[src/sv/rrli_pkg.sv]
// shared types and constants for the round-robin list interleaver
// no dependencies; imported by every module of the block
`default_nettype none

package rrli_pkg;

    localparam int LISTS   = 8;
    localparam int DEPTH   = 256;
    localparam int QDEPTH  = 2;

    localparam int LIST_W  = $clog2(LISTS);
    localparam int CNT_W   = $clog2(LISTS + 1);
    localparam int LEN_W   = $clog2(DEPTH + 1);
    localparam int MEM_AW  = $clog2(LISTS * DEPTH);
    localparam int QPTR_W  = (QDEPTH > 1) ? $clog2(QDEPTH) : 1;
    localparam int QCNT_W  = $clog2(QDEPTH + 1);
    localparam int CMP_W   = 8;

    localparam logic [1:0] ACT_CLEAR  = 2'd0;
    localparam logic [1:0] ACT_APPEND = 2'd1;
    localparam logic [1:0] ACT_TAKE   = 2'd2;

    localparam logic [1:0] ST_OK          = 2'd0;
    localparam logic [1:0] ST_FULL        = 2'd1;
    localparam logic [1:0] ST_EMPTY       = 2'd2;
    localparam logic [1:0] ST_NOT_IN_USE  = 2'd3;

    localparam logic [3:0] CFG_RESET = 4'd8;

    typedef struct packed {
        logic [1:0]         action;
        logic [2:0]         list_id;
        logic signed [31:0] value;
    } cmd_t;

    typedef struct packed {
        logic signed [31:0] word;
        logic [1:0]         status;
        logic               has_more;
    } result_t;

    typedef enum logic [2:0] {
        OP_NOP    = 3'd0,
        OP_CLEAR  = 3'd1,
        OP_APPEND = 3'd2,
        OP_REJECT = 3'd3,
        OP_TAKE   = 3'd4
    } op_t;

    typedef struct packed {
        op_t                op;
        logic [2:0]         list_id;
        logic signed [31:0] value;
    } entry_t;

    function automatic logic [CNT_W-1:0] active_lists(input logic [3:0] cfg);
        logic [CMP_W-1:0] k;
        k = CMP_W'(cfg);
        if (k == '0)
        begin
            k = CMP_W'(1);
        end
        if (k > CMP_W'(LISTS))
        begin
            k = CMP_W'(LISTS);
        end
        return CNT_W'(k);
    endfunction

endpackage

`default_nettype wire

[src/sv/rrli_queue.sv]
// short fifo of classified commands between front and back
// depends on rrli_pkg
`default_nettype none

module rrli_queue
    import rrli_pkg::*;
(
    input  wire logic   clk,
    input  wire logic   rst_n,
    input  wire logic   push,
    input  wire entry_t push_data,
    input  wire logic   pop,
    output entry_t      head,
    output logic        full,
    output logic        empty
);

    entry_t               q_reg [QDEPTH];
    logic [QPTR_W-1:0]    head_reg;
    logic [QPTR_W-1:0]    head_next;
    logic [QCNT_W-1:0]    count_reg;
    logic [QCNT_W-1:0]    count_next;
    logic [QCNT_W:0]      tail_sum;
    logic [QPTR_W-1:0]    tail;
    logic                 do_push;
    logic                 do_pop;

    assign full    = (count_reg == QCNT_W'(QDEPTH));
    assign empty   = (count_reg == '0);
    assign do_push = push && !full;
    assign do_pop  = pop && !empty;
    assign head    = q_reg[head_reg];

    always_comb
    begin
        tail_sum = (QCNT_W + 1)'(head_reg) + (QCNT_W + 1)'(count_reg);
        if (tail_sum >= (QCNT_W + 1)'(QDEPTH))
        begin
            tail_sum = tail_sum - (QCNT_W + 1)'(QDEPTH);
        end
        tail = QPTR_W'(tail_sum);

        head_next = head_reg;
        if (do_pop)
        begin
            if ((QCNT_W + 1)'(head_reg) + 1'b1 >= (QCNT_W + 1)'(QDEPTH))
            begin
                head_next = '0;
            end
            else
            begin
                head_next = QPTR_W'(head_reg + 1'b1);
            end
        end

        count_next = count_reg;
        if (do_push && !do_pop)
        begin
            count_next = QCNT_W'(count_reg + 1'b1);
        end
        else if (do_pop && !do_push)
        begin
            count_next = QCNT_W'(count_reg - 1'b1);
        end
    end

    always_ff @(posedge clk or negedge rst_n)
    begin
        if (!rst_n)
        begin
            head_reg  <= '0;
            count_reg <= '0;
        end
        else
        begin
            head_reg  <= head_next;
            count_reg <= count_next;
        end
    end

    always_ff @(posedge clk)
    begin
        if (do_push)
        begin
            q_reg[tail] <= push_data;
        end
    end

endmodule

`default_nettype wire

[config.mk]
export PLATFORM = sky130hd
export DESIGN_NAME = rrli_queue
export DESIGN_NICKNAME = d
export VERILOG_FILES = /design/src/sv/rrli_pkg.sv /design/src/sv/rrli_queue.sv
export SDC_FILE = /design/constraint.sdc
export NUM_CORES = 1
export LEC_CHECK = 0
export ABC_AREA = 1
export BUFFER_PORTS_ARGS = -buffer_cell sky130_fd_sc_hd__buf_2
export CORE_MARGIN = 8
export CORE_UTILIZATION = 55
export CTS_CLUSTER_SIZE = 25
export DETAILED_ROUTE_END_ITERATION = 16
export PLACE_DENSITY = 0.88
export SKIP_CTS_REPAIR_TIMING = 1
export SLEW_MARGIN = 20
export SYNTH_ARGS = -nofsm -noshare
export SYNTH_HDL_FRONTEND = slang
export SYNTH_SLANG_ARGS = --single-unit
[constraint.sdc]
create_clock -name clk -period 5 [get_ports clk]
set_input_delay 1 -clock clk [delete_from_list [all_inputs] [get_ports clk]]
set_output_delay 1 -clock clk [all_outputs]
set_load 0.005 [all_outputs]
### Yosys cells after proc, flatten, opt, wreduce, memory -nomap -nowiden

Memory sizes are Yosys's and may differ from the RTL's.
Cells that the tools add are included.

| storage, ports and cells | value |
|---|---|
| word-level logic and storage cells | 28 |
| RAM bits | 76 |
| output and inout port bits | 40 |
| flip-flop bits (word level) | 3 |
| input port bits | 42 |
| memories kept | 1 |

| operators by class | value |
|---|---|
| muxes and demuxes | 6 |
| order comparisons | 2 |
| reductions and logical operators | 10 |
| $add $sub $neg | 6 |
| eq/ne operators | 1 |

Memory list:

| name | words | width | read ports | clocked after memory_dff | wr ports | RTL line | text |
|---|---|---|---|---|---|---|---|
| q_reg | 2 | 38 | 1 | 0 | 1 | rrli_queue.sv:18 | `entry_t q_reg [QDEPTH];` |

Operators by type and width:

| kind | count |
|---|---|
| $logic_and 1x1->1 | 4 |
| $logic_not 1->1 | 4 |
| $mux 1 | 4 |
| $mux 2 | 2 |
| $add 1x2->3 | 1 |
| $ge 3x2->1 const B | 1 |
| $add 1x1->2 const B | 1 |
| $add 2x1->2 const B | 1 |
| $eq 2x2->1 const B | 1 |
| $ge 2x2->1 const B | 1 |
| $logic_not 2->1 | 1 |
| $reduce_bool 2->1 | 1 |
| $sub 2x1->2 const B | 1 |
| $add 1x1->1 const B | 1 |
| $sub 1x1->1 const B | 1 |

### Logic depth before layout (Yosys ltp)

| logic depth | value |
|---|---|
| word-level depth | 7 |
| depth in mapped cells | 9 |
| depth with buffers taken out | 9 |

### Worst setup path after synthesis

Ideal clock, no wire load.

| timing path | value |
|---|---|
| path kind | input to register |
| start | input port push |
| end | memory q_reg[0][0] (netlist name) (enable) |
| library setup time | 0.433 ns |
| stages on the path | 2 |
| path buffers | 0 |
| setup slack | 1.876 ns |
| data arrival time | 2.690 ns |
| path through | o21ai_1 -> nor2_1 |

| between the ends | value |
|---|---|
| word-level cells in the longest chain between the ends | 3 |

RTL lines:

| element | RTL line | text |
|---|---|---|
| start, declared | rrli_queue.sv:10 | `input wire logic push,` |
| $logic_and 1x1->1 | rrli_queue.sv:30 | `assign do_push = push && !full;` |
| $mux 1 | rrli_queue.sv:83 | `if (do_push)` |
| $mux 1 (implied by the code) | rrli_queue.sv:85 | `q_reg[tail] <= push_data;` |
| end, declared | rrli_queue.sv:18 |  |

Every way passes these cells.

==> impl_metrics.prom <==
# TYPE chip_impl_metric gauge
chip_impl_metric{name="antenna_left",unit=""} 0
chip_impl_metric{name="netlist-cell-type-count",unit=""} 17
chip_impl_metric{name="max_freq",unit="GHz"} 0.385
chip_impl_metric{name="cts_buffers",unit=""} 9
chip_impl_metric{name="final_layout_size_suffix_gt1_share",unit="%"} 31.3
chip_impl_metric{name="critPathMaxFanout",unit=""} 39
chip_impl_metric{name="final.setup.worst_slack",unit="ns"} 2.40
chip_impl_metric{name="firstDrtPassIters",unit=""} 4
chip_impl_metric{name="synthMuxAreaShare",unit="%"} 0
chip_impl_metric{name="largest_reg_flops",unit=""} 76
chip_impl_metric{name="area_growth",unit="%"} 22.9
chip_impl_info{name="reg_to_reg_startpoint",value="head_reg"} 1
chip_impl_metric{name="first_pass_grt_wire_length",unit="um"} 7820
chip_impl_info{name="rsz0062_at_grt",value="no"} 1
chip_impl_info{name="synth_top_family_by_area",value="simple AND/OR/NAND/NOR gates"} 1
chip_impl_metric{name="die_height",unit="um"} 89.7
chip_impl_metric{name="antenna_found_initial",unit=""} 0
chip_impl_metric{name="chipWidth",unit="um"} 89.7
chip_impl_metric{name="design_area",unit="um2"} 3670
chip_impl_metric{name="initial_standard_cell_utilization_of_the_core",unit="%"} 55.6
chip_impl_info{name="worstPathCellList",value="inv_2 > nand2_1 > nand2_1 > buf_2"} 1
chip_impl_metric{name="numPlacedInstances",unit=""} 371
chip_impl_metric{name="cts_max_path_buffers",unit=""} 2
chip_impl_metric{name="power_density",unit="nW/um2"} 632
chip_impl_metric{name="final_cell_count_no_fill",unit=""} 388
chip_impl_metric{name="cpPeakStageDelay",unit="ns"} 0.48
chip_impl_metric{name="post_detail_place_hpwl",unit="um"} 3320
chip_impl_metric{name="global_route.usage.total",unit="%"} 13.6
chip_impl_metric{name="critPathArrivalTime",unit="ns"} 1.60
chip_impl_metric{name="coreArea",unit="um2"} 5370
chip_impl_metric{name="area_enclosed_by_the_die_boundary",unit="um2"} 8040
chip_impl_metric{name="worst-path-buf-inv",unit=""} 2
chip_impl_metric{name="portBuffers",unit=""} 81
chip_impl_metric{name="min_period",unit="ns"} 2.60
chip_impl_metric{name="pin_count",unit=""} 82
chip_impl_metric{name="finalSetupTns",unit="ns"} 0
chip_impl_metric{name="routed-via-count",unit=""} 1813
chip_impl_metric{name="clock_latency",unit="ns"} 0.34
chip_impl_metric{name="synth-seq-area-share",unit="%"} 79.0
chip_impl_metric{name="final-max-slew-violation-count",unit=""} 0
chip_impl_metric{name="synth-adder-area-share",unit="%"} 0.419
chip_impl_metric{name="syn-num-nets",unit=""} 270
chip_impl_metric{name="synth_xor_area_share",unit="%"} 0.587
chip_impl_info{name="timing.hold.worst.class",value="in2async"} 1
chip_impl_metric{name="max_slew_margin",unit="%"} 39.7
chip_impl_metric{name="placed_inst_area",unit="um2"} 3420
chip_impl_metric{name="via_per_inst",unit=""} 4.67
chip_impl_metric{name="synthSimpleGateAreaFrac",unit="%"} 16.3
chip_impl_info{name="crit_slowest_cell",value="sky130_fd_sc_hd__inv_2"} 1
chip_impl_metric{name="largest_net_degree_at_the_start_of_global_routing",unit=""} 41
chip_impl_metric{name="routed_wirelength",unit="um"} 5150
chip_impl_metric{name="drt_iter0_drc",unit=""} 73
chip_impl_metric{name="preCtsSetupSlack",unit="ns"} 2.53
chip_impl_metric{name="cts_max_level",unit=""} 3
chip_impl_metric{name="worst_setup_hold_path_clk_slew",unit="ns"} 0.07
chip_impl_metric{name="syn-cell-area",unit="um2"} 2980
chip_impl_info{name="timing.critical_path.mode_cell",value="sky130_fd_sc_hd__nand2_1"} 1
chip_impl_info{name="tritoncts",value="built"} 1
chip_impl_info{name="outcome",value="finished clean"} 1
chip_impl_metric{name="n_antenna_cell",unit=""} 0
chip_impl_metric{name="peakVddDrop",unit="V"} 0.000390
chip_impl_metric{name="final_hold_viol_count",unit=""} 0
chip_impl_info{name="worstSetupPathType",value="reg2out"} 1
chip_impl_info{name="kind_of_launch_point_of_the_worst_setup_path",value="register"} 1
chip_impl_metric{name="r2r_slack",unit="ns"} 2.74
chip_impl_metric{name="synth_warnings",unit=""} 0
chip_impl_metric{name="clock-skew-final",unit="ns"} 0.00844
chip_impl_metric{name="required",unit="ns"} 4.00
chip_impl_info{name="critPathTopFamily",value="buffers and inverters"} 1
chip_impl_metric{name="nNetsFinal",unit=""} 354
chip_impl_metric{name="min_period_over_period",unit="%"} 52.0
chip_impl_metric{name="cap_viol_max_count",unit=""} 0
chip_impl_metric{name="vias_in_the_first_global_route",unit=""} 1787
chip_impl_metric{name="setup_violations",unit=""} 0
chip_impl_metric{name="synth-compound-area-share",unit="%"} 0.335
chip_impl_metric{name="place.gp.congestion",unit=""} 0.668
chip_impl_metric{name="drc_errors",unit=""} 0
chip_impl_metric{name="ys_ff_latch",unit=""} 79
chip_impl_metric{name="drt-wirelength-per-cell",unit="um"} 13.3
chip_impl_info{name="ctsRootBufferMaster",value="sky130_fd_sc_hd__clkbuf_8"} 1
chip_impl_metric{name="synth_cells",unit=""} 227
chip_impl_info{name="endpoint_kind",value="output pin"} 1
chip_impl_metric{name="worst-slew-pin-transition",unit="ns"} 0.904
chip_impl_metric{name="num_rows",unit=""} 27
chip_impl_metric{name="cts_sinks",unit=""} 79
chip_impl_metric{name="synth_area_per_cell",unit="um2"} 13.1
chip_impl_info{name="rr_endpoint",value="q_reg[1][18]"} 1
chip_impl_metric{name="globalRouteOverflowTotal",unit=""} 0
chip_impl_metric{name="rr_worst_depth",unit=""} 3
chip_impl_metric{name="leakagePower",unit="uW"} 0.00161
==> routing by layer <==
layer / wire, um / GRT usage (%)
met5: 0 / 0
met3: 395 / 4.82
met4: 138 / 10.4
met1: 1970 / 13.4
met2: 2650 / 23.2
==> cells in the mapped netlist <==
| master | n | area share (%) |
|---|---|---|
| sky130_fd_sc_hd__nand3_1 | 1 | 0.17 |
| sky130_fd_sc_hd__nand4_1 | 1 | 0.21 |
| sky130_fd_sc_hd__xnor2_1 | 1 | 0.29 |
| sky130_fd_sc_hd__o21ai_1 | 2 | 0.34 |
| sky130_fd_sc_hd__inv_1 | 4 | 0.50 |
| sky130_fd_sc_hd__nand3b_1 | 1 | 0.25 |
| sky130_fd_sc_hd__buf_2 | 5 | 0.84 |
| sky130_fd_sc_hd__nor2_1 | 3 | 0.38 |
| sky130_fd_sc_hd__edfxtp_1 | 76 | 76 |
| sky130_fd_sc_hd__buf_4 | 1 | 0.25 |
| sky130_fd_sc_hd__dfrtp_1 | 3 | 2.5 |
| sky130_fd_sc_hd__and2_1 | 1 | 0.21 |
| sky130_fd_sc_hd__ha_1 | 1 | 0.42 |
| sky130_fd_sc_hd__inv_2 | 2 | 0.25 |
| sky130_fd_sc_hd__xor2_1 | 1 | 0.29 |
| sky130_fd_sc_hd__buf_6 | 4 | 1.5 |
| sky130_fd_sc_hd__nand2_1 | 120 | 15 |
==> cell usage in the layout, fill, tap and decap left out <==
cell type / n
sky130_fd_sc_hd__clkbuf_1: 3
sky130_fd_sc_hd__nor2_1: 2
sky130_fd_sc_hd__nand4_1: 1
sky130_fd_sc_hd__nand3b_1: 1
sky130_fd_sc_hd__buf_2: 81
sky130_fd_sc_hd__and2_2: 1
sky130_fd_sc_hd__nand2_1: 120
sky130_fd_sc_hd__dfrtp_1: 3
sky130_fd_sc_hd__o21ai_1: 2
sky130_fd_sc_hd__ha_1: 1
sky130_fd_sc_hd__edfxtp_1: 76
sky130_fd_sc_hd__nor2_4: 1
sky130_fd_sc_hd__inv_1: 4
sky130_fd_sc_hd__nand3_1: 1
sky130_fd_sc_hd__bufinv_16: 3
sky130_fd_sc_hd__buf_12: 1
sky130_fd_sc_hd__xnor2_1: 1
sky130_fd_sc_hd__clkbuf_8: 9
sky130_fd_sc_hd__buf_4: 1
sky130_fd_sc_hd__clkinv_1: 1
sky130_fd_sc_hd__inv_2: 2
sky130_fd_sc_hd__xor2_1: 1
==> through the flow <==
| step | util, % | hold WS [ns] | power [uW] |
|---|---|---|---|
| 2_1_floorplan | - | 0.503 | 1530 |
| 3_3_place_gp | 63.6 | 0.526 | 1780 |
| 3_5_place_dp | 63.6 | 0.540 | 1810 |
| 4_1_cts | 67.9 | 0.424 | 2340 |
| 5_1_grt | 68.3 | 0.426 | 2480 |
| 6_report | 68.3 | 0.442 | 2320 |
==> report_power, final <==
group,internal [uW],switching [uW],total (uW)
combinational,267,461,728
sequential,1000,60.3,1060
clock,331,198,529
==> worst register-to-register path, stage by stage, from the launching register on <==
cell                      delay [ns]
sky130_fd_sc_hd__dfrtp_1        0.36
sky130_fd_sc_hd__buf_4          0.38
sky130_fd_sc_hd__xor2_1         0.32
sky130_fd_sc_hd__and2_2         0.81
==> layout make-up <==
type                            count  area [um2]
Clock buffer                       12         135
Clock inverter                      4        93.8
Fill cell                         384        1700
Inverter                            6        22.5
Multi-Input combinational cell    132         536
Sequential cell                    79        2360
Tap cell                           72        90.1
Timing Repair Buffer               83         433
==> worst max path at each step <==
stage	start	end	slack [ns]	cells after the start
floorplan	push	q_reg[0][0]	1.88	2
global placement	push	q_reg[0][18]	2.57	3
detailed placement	push	q_reg[0][28]	2.53	3
CTS	head_reg	head[2]	2.36	4
global route	head_reg	head[21]	2.26	4
finish	head_reg	head[2]	2.40	4
==> cell families (layout without fill, tap and decap cells) <==
| group | Yosys count | after routing |
|---|---|---|
| AO/OA/AOI/OAI | 2 | 2 |
| XOR/XNOR | 2 | 2 |
| adder cells (fa/ha/maj) | 1 | 1 |
| buffers and inverters | 16 | 105 |
| flip-flops | 79 | 79 |
| AND/OR/NAND/NOR | 127 | 127 |
Note: power is estimated with default switching activity, not from simulation.
