<file path="config.mk">
export PLATFORM = sky130hd
export DESIGN_NAME = rrli_front
export DESIGN_NICKNAME = d
export VERILOG_FILES = /design/src/sv/rrli_pkg.sv /design/src/sv/rrli_front.sv
export SDC_FILE = /design/constraint.sdc
export NUM_CORES = 1
export LEC_CHECK = 0
export ABC_AREA = 1
export BUFFER_PORTS_ARGS = -buffer_cell sky130_fd_sc_hd__buf_2
export CAP_MARGIN = 5
export CORE_UTILIZATION = 25
export DETAILED_ROUTE_END_ITERATION = 10
export PLACE_DENSITY = 0.76
export SYNTH_ARGS = -nofsm -noshare
export SYNTH_HDL_FRONTEND = slang
export SYNTH_SLANG_ARGS = --single-unit
</file>
<file path="constraint.sdc">
create_clock -name clk -period 1.2 [get_ports clk]
set_clock_uncertainty 0.1 [all_clocks]
set_input_delay 0.06 -clock clk [delete_from_list [all_inputs] [get_ports clk]]
set_output_delay 0.06 -clock clk [all_outputs]
set_load 0.01 [all_outputs]
</file>
<file path="src/sv/rrli_pkg.sv">
// shared types and constants for the round-robin list interleaver
// no dependencies; imported by every module of the block
`default_nettype none

package rrli_pkg;

    localparam int LISTS   = 8;
    localparam int DEPTH   = 256;
    localparam int QDEPTH  = 2;

    localparam int LIST_W  = $clog2(LISTS);
    localparam int CNT_W   = $clog2(LISTS + 1);
    localparam int LEN_W   = $clog2(DEPTH + 1);
    localparam int MEM_AW  = $clog2(LISTS * DEPTH);
    localparam int QPTR_W  = (QDEPTH > 1) ? $clog2(QDEPTH) : 1;
    localparam int QCNT_W  = $clog2(QDEPTH + 1);
    localparam int CMP_W   = 8;

    localparam logic [1:0] ACT_CLEAR  = 2'd0;
    localparam logic [1:0] ACT_APPEND = 2'd1;
    localparam logic [1:0] ACT_TAKE   = 2'd2;

    localparam logic [1:0] ST_OK          = 2'd0;
    localparam logic [1:0] ST_FULL        = 2'd1;
    localparam logic [1:0] ST_EMPTY       = 2'd2;
    localparam logic [1:0] ST_NOT_IN_USE  = 2'd3;

    localparam logic [3:0] CFG_RESET = 4'd8;

    typedef struct packed {
        logic [1:0]         action;
        logic [2:0]         list_id;
        logic signed [31:0] value;
    } cmd_t;

    typedef struct packed {
        logic signed [31:0] word;
        logic [1:0]         status;
        logic               has_more;
    } result_t;

    typedef enum logic [2:0] {
        OP_NOP    = 3'd0,
        OP_CLEAR  = 3'd1,
        OP_APPEND = 3'd2,
        OP_REJECT = 3'd3,
        OP_TAKE   = 3'd4
    } op_t;

    typedef struct packed {
        op_t                op;
        logic [2:0]         list_id;
        logic signed [31:0] value;
    } entry_t;

    function automatic logic [CNT_W-1:0] active_lists(input logic [3:0] cfg);
        logic [CMP_W-1:0] k;
        k = CMP_W'(cfg);
        if (k == '0)
        begin
            k = CMP_W'(1);
        end
        if (k > CMP_W'(LISTS))
        begin
            k = CMP_W'(LISTS);
        end
        return CNT_W'(k);
    endfunction

endpackage

`default_nettype wire

</file>
<file path="src/sv/rrli_front.sv">
// front end: holds the list-count register, decodes and classifies commands
// depends on rrli_pkg
`default_nettype none

module rrli_front
    import rrli_pkg::*;
(
    input  wire logic             clk,
    input  wire logic             rst_n,
    input  wire logic             start,
    input  wire cmd_t             cmd,
    input  wire logic             cfg_we,
    input  wire logic [3:0]       cfg_wdata,
    input  wire logic             full,
    output logic                  push,
    output entry_t                push_data,
    output logic [CNT_W-1:0]      k
);

    logic [3:0] cfg_reg;

    always_ff @(posedge clk or negedge rst_n)
    begin
        if (!rst_n)
        begin
            cfg_reg <= CFG_RESET;
        end
        else if (cfg_we)
        begin
            cfg_reg <= cfg_wdata;
        end
    end

    assign k    = active_lists(cfg_reg);
    assign push = start && !full;

    always_comb
    begin
        push_data.list_id = cmd.list_id;
        push_data.value   = cmd.value;
        case (cmd.action)
            ACT_CLEAR:
            begin
                push_data.op = OP_CLEAR;
            end
            ACT_APPEND:
            begin
                if (CMP_W'(cmd.list_id) < CMP_W'(k))
                begin
                    push_data.op = OP_APPEND;
                end
                else
                begin
                    push_data.op = OP_REJECT;
                end
            end
            ACT_TAKE:
            begin
                push_data.op = OP_TAKE;
            end
            default:
            begin
                push_data.op = OP_NOP;
            end
        endcase
    end

endmodule

`default_nettype wire

</file>
=== Word-level counts from Yosys, hierarchy flattened ===
Cells that the tools add are included.
Widths: inputs -> output; s select.

* Flip-flop bits (word level): 4
* Output and inout port bits: 43
* Input port bits: 46

* Multiplexer cells: 4
* Equal/unequal tests: 2
* Reduce and logical (&&, ||, !) cells: 4
* $lt $le $gt $ge: 2

{| class="wikitable"
|+ Operator list
! cell !! count
|-
| $pmux 3 s3 || 1
|-
| $gt 8x4->1 const B || 1
|-
| $mux 4 || 2
|-
| $logic_not 4->1 || 1
|-
| $lt 3x4->1 || 1
|-
| $eq 2x1->1 const B || 1
|-
| $eq 2x2->1 const B || 1
|-
| $logic_not 2->1 || 1
|-
| $logic_and 1x1->1 || 1
|-
| $logic_not 1->1 || 1
|-
| $mux 1 || 1
|}

=== Longest topological paths before layout ===
Gate-level depths: netlist of the first run.

* Depth after elaboration: 7
* Gate-level depth with buffers: 10
* Gate-level depth less buffers: 10

=== Worst setup path after synthesis of the first run ===
Ideal clock, no wire load.

* Path type: register to output
* Start: register cfg_reg[3]
* End: output push_data[35] (netlist bit)
* Slack: -213 ps
* Arrival time: 1,253 ps
* Path buffers: 0
* Cell stages (with the launch flop): 10
* Required time: 1,040 ps
* Cell sequence: dfstp_2 nor2_1 inv_1 ha_1 inv_1 nor2_1 nand2_1 nand2_1 nand2_1 nand2_1

{| class="wikitable"
|+ RTL lines
! element !! RTL line !! text
|-
| from (decl) || rrli_front.sv:20 || <nowiki>logic [3:0] cfg_reg;</nowiki>
|-
| from (signal assigned) || rrli_front.sv:30 || <nowiki>cfg_reg <= cfg_wdata;</nowiki>
|-
| to (decl) || rrli_front.sv:16 || <nowiki>output entry_t push_data,</nowiki>
|}

==> impl_metrics.toml, run 1 <==
[setup_path]
path_max_fanout = 4
cp.required_ns = 1.04
worstPathArrival_ns = 1.52
worstSetupStartpoint = "cfg_reg[3]$_DFFE_PN1P_"
crit_type = "reg2out"
endpoint_kind = "output port"
critPathLaunchType = "register"
r2r_start = "cfg_reg[3]$_DFFE_PN1P_"

[finish]
final_layout_size_suffix_gt1_frac = 0.512
areaGrowthSynthToFinish_pct = 12.2
regArea_sq_um = 101
fin_nets = 135
num_antenna_cells = 0
largest_register_ffs = 4
fill_cells = 221
multi_input_area_sq_um = 153

[synthesis]
yosysMostFrequentCell = "buf_4"
synth-seq-area-share = 0.184
synthTopCellsByArea = "buf_4 48%, dfrtp_1 14%, inv_1 8.2%"
synth_edf_count = 0
synthCells = 80
synth_area_per_cell_sq_um = 6.90
netlist_area_sq_um = 552
synthTopCellsByCount = "35 x buf_4, 12 x inv_1, 12 x nand2_1"
synth_seq_cells = 4
synth.largest_area_cell = "buf_4"
ys.flop_type = "dfrtp_1"
async_reset_ff_frac = 1.00
yosysWarnings = 0
synthDistinctLibCells = 12
synth_top_area_share = 0.476
syn_nets = 128

[routing]
drt_iter0_drc = 7
antenna_left = 0
drt-total-wl_um = 943
drc = 0
first_pass_iters = 4
vias = 420
wl_per_cell_um = 8.35
via_per_inst = 3.72

[hold_path]
hold_start = "cmd[11]"
hold_class = "in2out"

[floorplan]
start_util = 0.273
std_cell_rows = 16
fp.dieArea_sq_um = 2400
io_pins = 89
core_sq_um = 2020
die_w_um = 49.0
die_h_um = 49.0

[grt]
grt_pass1_vias = 393
overflow = 0
grt_pass1_wl_mm = 1.49
antenna_found_initial = 0
grtUsageTotal = 0.0811
grt_start_max_net_pins = 9

[timing]
grt_setup_unrepaired = "yes"
hold_ws_ns = 0.0200
slew_viol_final = 0
fmax_mhz = 595
finalHoldViolCount = 0
finalSetupViolCount = 3
fin_crit_ns = 1.68
timing.slew.headroom = 0.913
worst_slack_ns = -0.482
post-route-period-util = 1.40
worst_pin_slew_ns = 0.129

[power]
powerDensity_nw_per_um2 = 884
peakVddDrop_uv = 472
power_uw = 548
power_leakage_uw = 0.000360

[clock_network]
h-tree-depth = 1
cts_buffers = 3
cts_tree = "done"
clock_path_buffers = 2
cts-root-buf = "clkbuf_4"
clkLatencyLatePin_ns = 0.23
cts_sinks = 4
clkSlewWorstSetupHoldPaths_ns = 0.04

[flow_run]
drv_cap = 0

[run_status]
status = "finished, violations left"
violations = "negative setup slack"

[place]
finalWeightedCongestion = 0.682
dp_hpwl_um = 765
portBuffers = 24
[cells by family after synthesis]
group / after synthesis / synth area share
compound gates: 5 / 0.0522
simple gates: 20 / 0.147
fa+ha+maj: 2 / 0.0453
buf+inv: 49 / 0.571
flops: 4 / 0.184
[stage by stage]
stage                     area [sq um]  std cells  setup TNS (ns)  utilization  setup WS (ns)
after global placement             492        101          -0.223        0.243         -0.223
after global routing               619        113          -0.991        0.306         -0.557
final                              619        113          -0.757        0.306         -0.482
after floorplan                    559         80          -0.154            -         -0.154
after detailed placement           492        101          -0.264        0.243         -0.264
after CTS                          603        112          -0.712        0.298         -0.501
[report_power, final]
group | total (uW) | internal [uW] | switching (uW)
Combinational | 211 | 115 | 95.7
Clock | 180 | 125 | 54.9
Sequential | 157 | 150 | 7.33
[worst max-delay path, stage by stage (launching register included)]
cell and delay, ns:
dfstp_2 0.55, nor2_2 0.05, inv_1 0.05, ha_1 0.21, nand2_1 0.06, nand2_1 0.04
nand2_1 0.05, nand2_1 0.05, nand2_1 0.07, nand2_2 0.05, buf_6 0.11
[placed cells by master (no fill, tap or decap), drive strengths merged]
| cell | n |
|---|---|
| o21ai | 5 |
| ha | 2 |
| nand2 | 12 |
| buf | 32 |
| nor2 | 7 |
| dlygate4sd3 | 6 |
| nand3 | 1 |
| inv | 13 |
| clkbuf | 4 |
| dfstp | 1 |
| dfrtp | 3 |
[repair_timing]
action	in CTS	in global routing
setup buffers	1	1
gates resized for setup	3	3
endpoints found under the setup margin	3	4
pin swaps	4	0
hold buffers	6	0
endpoints found under the hold margin	8	0
[worst paths after layout]
kind	end	depth (start not counted)	slack (ns)
worst max register to register	cfg_reg[3]$_DFFE_PN1P_	4	0.05
worst min-delay path	push_data[11]	0	0.02
worst min register to register	cfg_reg[0]$_DFFE_PN0P_	2	0.47
worst max-delay path	push_data[35]	10	-0.48
max in group asynchronous	cfg_reg[3]$_DFFE_PN1P_	2	0.73
min in group asynchronous	cfg_reg[0]$_DFFE_PN0P_	2	0.06
[final cells by class]
class / count / share of cell area
well taps: 27 / 0.0545
multi-input cells: 27 / 0.246
clock buffers: 4 / 0.0424
inverters: 13 / 0.0788
flip-flops and latches: 4 / 0.164
repair buffers: 38 / 0.414
[routing by layer]
layer  part of all wire  vias to the layer above  global-route usage  wire length (um)
met2               0.49                       24               0.132               459
li1                   -                      212                   -                 -
met5                  0                        -                   0                 0
met4             0.0042                        0              0.0833                 4
met3               0.14                        2              0.0343               135
met1               0.36                      182              0.0736               344
Power figures use the tool's default switching activity.
==> inputs of run 2 (changes only) <==
--- a/config.mk
+++ b/config.mk
@@ -8,6 +8,7 @@
 export ABC_AREA = 1
 export BUFFER_PORTS_ARGS = -buffer_cell sky130_fd_sc_hd__buf_2
 export CAP_MARGIN = 5
+export CORE_MARGIN = 2
 export CORE_UTILIZATION = 25
 export DETAILED_ROUTE_END_ITERATION = 10
 export PLACE_DENSITY = 0.76
==> impl_metrics.toml, run 2 (synthesis results as in run 1) <==
[timing]
post-route-period-util = 1.42
fin_crit_ns = 1.70
finalSetupViolCount = 4
finalHoldViolCount = 0
worst_pin_slew_ns = 0.138
slew_viol_final = 0
fmax_mhz = 587
timing.slew.headroom = 0.907
grt_setup_unrepaired = "yes"
worst_slack_ns = -0.503

[floorplan]
fp.dieArea_sq_um = 2600
start_util = 0.257
die_h_um = 51.0
std_cell_rows = 17
die_w_um = 51.0
io_pins = 89
core_sq_um = 2150

[power]
p_sw_uw = 166
combPwrFrac = 0.392
swShare = 0.296
seqPwrFrac = 0.280
p_clk_frac = 0.328
peakVddDrop_uv = 355
power_leakage_uw = 0.000366
powerDensity_nw_per_um2 = 888
power_uw = 561
p_int_uw = 395

[clock_network]
h-tree-depth = 1
clock_path_buffers = 2
cts-root-buf = "clkbuf_4"
cts_tree = "done"
clkLatencyLatePin_ns = 0.24
clkSlewWorstSetupHoldPaths_ns = 0.04
cts_sinks = 4
cts_buffers = 3

[hold_path]
worstHoldEndpoint = "push_data[11]"
min_path_cells = 0
hold_class = "in2out"
hold_start = "cmd[11]"

[finish]
num_antenna_cells = 0
final_layout_size_suffix_gt1_frac = 0.500
fin_nets = 135
final_common_cell = "buf_2"
largest_register_ffs = 4
areaGrowthSynthToFinish_pct = 14.5
final_cell_mix = "21 x buf_2, 12 x inv_1, 11 x nand2_1"

[setup_path]
endpoint_kind = "output port"
r2r_slack_ns = 0.01
worstReg2RegEnd = "cfg_reg[3]$_DFFE_PN1P_"
cp.required_ns = 1.04
crit_type = "reg2out"
crit_chain = "nor2_2, inv_1, ha_1, nand2_1, nand2_1, nand2_1, nand2_1, nand2_1, nand2_2, buf_6"
path_max_fanout = 3
crit_top_cell = "nand2_1"
crit_slowest_cell = "dfstp_2"
worstPathArrival_ns = 1.54
r2r_start = "cfg_reg[3]$_DFFE_PN1P_"
rr_worst_depth = 5
critPathLaunchType = "register"
crit_cells = 10
crit_buf_inv = 2
timing.critical_path.slowest_cell_delay_ns = 0.54
cpLargestDelayFamily = "flip-flops"

[flow_run]
drv_cap = 0

[grt]
grt_pass1_vias = 394
grt_pass1_wl_mm = 1.55
grtUsageTotal = 0.0866
overflow = 0
antenna_found_initial = 0
grt_start_max_net_pins = 9

[routing]
drt-total-wl_mm = 1.04
drt_iter0_drc = 10
vias = 439
wl_per_cell_um = 9.14
first_pass_iters = 4
drc = 0
antenna_left = 0
via_per_inst = 3.85

[run_status]
violations = "negative setup slack"
status = "finished, violations left"

[place]
finalWeightedCongestion = 0.576
portBuffers = 24
dp_hpwl_um = 819
pre_cts_ws_ns = -0.264
[run 2: what timing repair did]
item | in CTS | in global routing
setup endpoints to repair | 4 | 5
gates resized for setup | 5 | 4
hold buffers | 6 | 0
setup buffers | 1 | 1
endpoints found under the hold margin | 8 | 0
pin swaps | 0 | 1
[run 2: power groups by stage]
stage	logic (uW)	clock network, uW	registers, uW
after global routing	247	196	159
after CTS	213	191	158
after detailed placement	175	0	159
after global placement	170	0	158
after floorplan	196	0	161
final	220	184	157
[run 2: worst register-to-register path, stage by stage, from the launching register on]
cell and delay (ns):
dfstp_2 0.54, buf_4 0.11, buf_6 0.10, inv_2 0.05, buf_4 0.13, o21ai_2 0.10
[run 2: worst max-delay path by stage]
stage | startpoint | slack, ns | end
floorplan | cfg_reg[3]$_DFFE_PN1P_ | -0.15 | push_data[35]
finish | cfg_reg[3]$_DFFE_PN1P_ | -0.50 | push_data[35]
global route | cfg_reg[1]$_DFFE_PN0P_ | -0.66 | push_data[35]
CTS | cfg_reg[3]$_DFFE_PN1P_ | -0.51 | push_data[35]
global placement | cfg_reg[3]$_DFFE_PN1P_ | -0.22 | push_data[35]
detailed placement | cfg_reg[3]$_DFFE_PN1P_ | -0.26 | push_data[35]
[run 2: area by class of cell]
class	count	area, sq um
Inverter	13	48.8
Fill cell	248	1520
Clock buffer	4	26.3
Multi-Input combinational cell	27	154
Sequential cell	4	101
Timing Repair Buffer	38	267
Tap cell	28	35.0
[run 2: layer usage]
metal / vias up / GRT usage / part of all wire
li1: 210 / - / -
met1: 183 / 0.0768 / 0.34
met2: 38 / 0.126 / 0.45
met3: 8 / 0.0585 / 0.15
met4: 0 / 0.0901 / 0.052
met5: - / 0 / 0
[run 2: per-stage QoR]
step / area (sq um) / setup TNS [ns] / hold slack [ns] / utilization / std cells
final: 632 / -0.681 / 0.0200 / 0.294 / 114
after global routing: 632 / -0.987 / 0.0200 / 0.294 / 114
after CTS: 622 / -0.742 / 0.0201 / 0.289 / 114
after global placement: 500 / -0.216 / -0.236 / 0.233 / 103
after floorplan: 559 / -0.154 / -0.336 / - / 80
after detailed placement: 500 / -0.264 / -0.235 / 0.233 / 103
==> inputs of run 3 (changes only) <==
--- a/config.mk
+++ b/config.mk
@@ -12,6 +12,7 @@
 export CORE_UTILIZATION = 25
 export DETAILED_ROUTE_END_ITERATION = 10
 export PLACE_DENSITY = 0.76
+export REMOVE_ABC_BUFFERS = 1
 export SYNTH_ARGS = -nofsm -noshare
 export SYNTH_HDL_FRONTEND = slang
 export SYNTH_SLANG_ARGS = --single-unit
==> impl_metrics.toml, run 3 (synthesis results as in run 1) <==
[run_status]
status = "finished, violations left"
violations = "negative setup slack"

[routing]
antenna_left = 0
drt-total-wl_mm = 1.95
drt_iter0_drc = 2
via_per_inst = 3.87
drc = 0
first_pass_iters = 4
wl_per_cell_um = 16.8
vias = 449

[clock_network]
h-tree-depth = 1
clock_path_buffers = 2
cts-root-buf = "clkbuf_4"
cts_buffers = 3
clkLatencyLatePin_ns = 0.24
cts_tree = "done"
clkSlewWorstSetupHoldPaths_ns = 0.04
cts_sinks = 4

[floorplan]
std_cell_rows = 17
start_util = 0.257
core_sq_um = 2150
io_pins = 89
die_w_um = 51.0
die_h_um = 51.0
fp.dieArea_sq_um = 2600

[setup_path]
crit_top_cell = "nand2_1"
crit_buf_inv = 2
worstPathArrival_ns = 1.50
cp.required_ns = 1.04
critPathLaunchType = "register"
crit_chain = "nor2_2, inv_1, ha_1, nand2_1, nand2_1, nand2_1, nand2_1, nand2_1, nand2_1, buf_2"
crit_type = "reg2out"
path_max_fanout = 3
worstReg2RegEnd = "cfg_reg[3]$_DFFE_PN1P_"
cpLargestDelayFamily = "flip-flops"
endpoint_kind = "output port"
timing.critical_path.slowest_cell_delay_ns = 0.54
crit_slowest_cell = "dfstp_2"
r2r_slack_ns = 0.05
r2r_start = "cfg_reg[3]$_DFFE_PN1P_"
rr_worst_depth = 4

[grt]
grt_pass1_wl_mm = 2.54
antenna_found_initial = 0
overflow = 0
grt_start_max_net_pins = 9
grtUsageTotal = 0.147
grt_pass1_vias = 416

[power]
power_leakage_uw = 0.000370
power_uw = 562
powerDensity_nw_per_um2 = 891
peakVddDrop_uv = 493

[place]
pre_cts_ws_ns = -0.227
portBuffers = 24
place_inst = 105
finalWeightedCongestion = 0.649
dp_hpwl_mm = 1.65

[finish]
final_common_cell = "buf_2"
fin_cells = 116
fin_nets = 137
areaGrowthSynthToFinish_pct = 14.3
post-route-util = 0.294
num_antenna_cells = 0
largest_register_ffs = 4
fill_cells = 247
final_cell_mix = "22 x buf_2, 12 x nand2_1, 11 x inv_1"
final_layout_size_suffix_gt1_frac = 0.500

[hold_path]
min_path_cells = 0
hold_class = "in2out"
worstHoldEndpoint = "push_data[27]"
hold_start = "cmd[27]"

[timing]
slew_viol_final = 0
worst_pin_slew_ns = 0.141
finalHoldViolCount = 0
post-route-period-util = 1.38
finalSetupViolCount = 4
fmax_mhz = 604
setup_tns_ns = -0.746
worst_slack_ns = -0.456
timing.slew.headroom = 0.905
fin_crit_ns = 1.66
grt_setup_unrepaired = "yes"

[flow_run]
drv_cap = 0
==> run 3: changes by cell type in the layout (fill, tap and decap cells not counted), sizes merged <==
| cell | before | now |
|---|---|---|
| buf | 32 | 34 |
==> run 3: final cells by class <==
class | count | area [sq um] | share of cell area
sequential | 4 | 101 | 0.161
clock buffer | 4 | 26.3 | 0.0417
tap | 28 | 35.0 | 0.0556
timing repair buffer | 40 | 272 | 0.431
inverter | 13 | 48.8 | 0.0774
multi-input combinational | 27 | 148 | 0.234
==> run 3: power breakdown <==
part	switching [uW]	internal [uW]	leakage [uW]	total [uW]
clock	61.1	125	0.0000150	186
sequential	7.02	150	0.0000469	157
combinational	95.6	123	0.000308	218
==> run 3: through the flow <==
stage               hold WS [ns]  cell area (sq um)
CTS                       0.0203                627
global placement          -0.230                508
detailed placement        -0.229                508
global route              0.0201                631
floorplan                 -0.336                285
finish                    0.0201                631
==> run 3: repair_timing <==
| item | 4_1_cts | 5_1_grt |
|---|---|---|
| hold endpoints to repair | 8 | 0 |
| pin swaps | 3 | 2 |
| endpoints found under the setup margin | 4 | 5 |
| hold buffers | 6 | 0 |
| gates resized for setup | 5 | 2 |
| buffers inserted | 2 | 1 |
==> run 3: metal layers <==
metal / track usage / wire length [um] / vias to the layer above
li1: - / - / 216
met1: 0.173 / 745 / 181
met2: 0.134 / 600 / 52
met3: 0.202 / 603 / 0
met4: 0.0541 / 0 / 0
met5: 0 / 0 / -
==> run 3: how the worst max path moves through the flow <==
stage / slack (ns) / start / depth (start not counted) / endpoint
6_report: -0.46 / cfg_reg[3]$_DFFE_PN1P_ / 10 / push_data[35]
5_1_grt: -0.56 / cfg_reg[2]$_DFFE_PN0P_ / 11 / push_data[35]
4_1_cts: -0.47 / cfg_reg[3]$_DFFE_PN1P_ / 10 / push_data[35]
3_5_place_dp: -0.23 / cfg_reg[2]$_DFFE_PN0P_ / 11 / push_data[35]
3_3_place_gp: -0.22 / cfg_reg[2]$_DFFE_PN0P_ / 11 / push_data[35]
2_1_floorplan: -0.23 / cfg_reg[3]$_DFFE_PN1P_ / 9 / push_data[35]
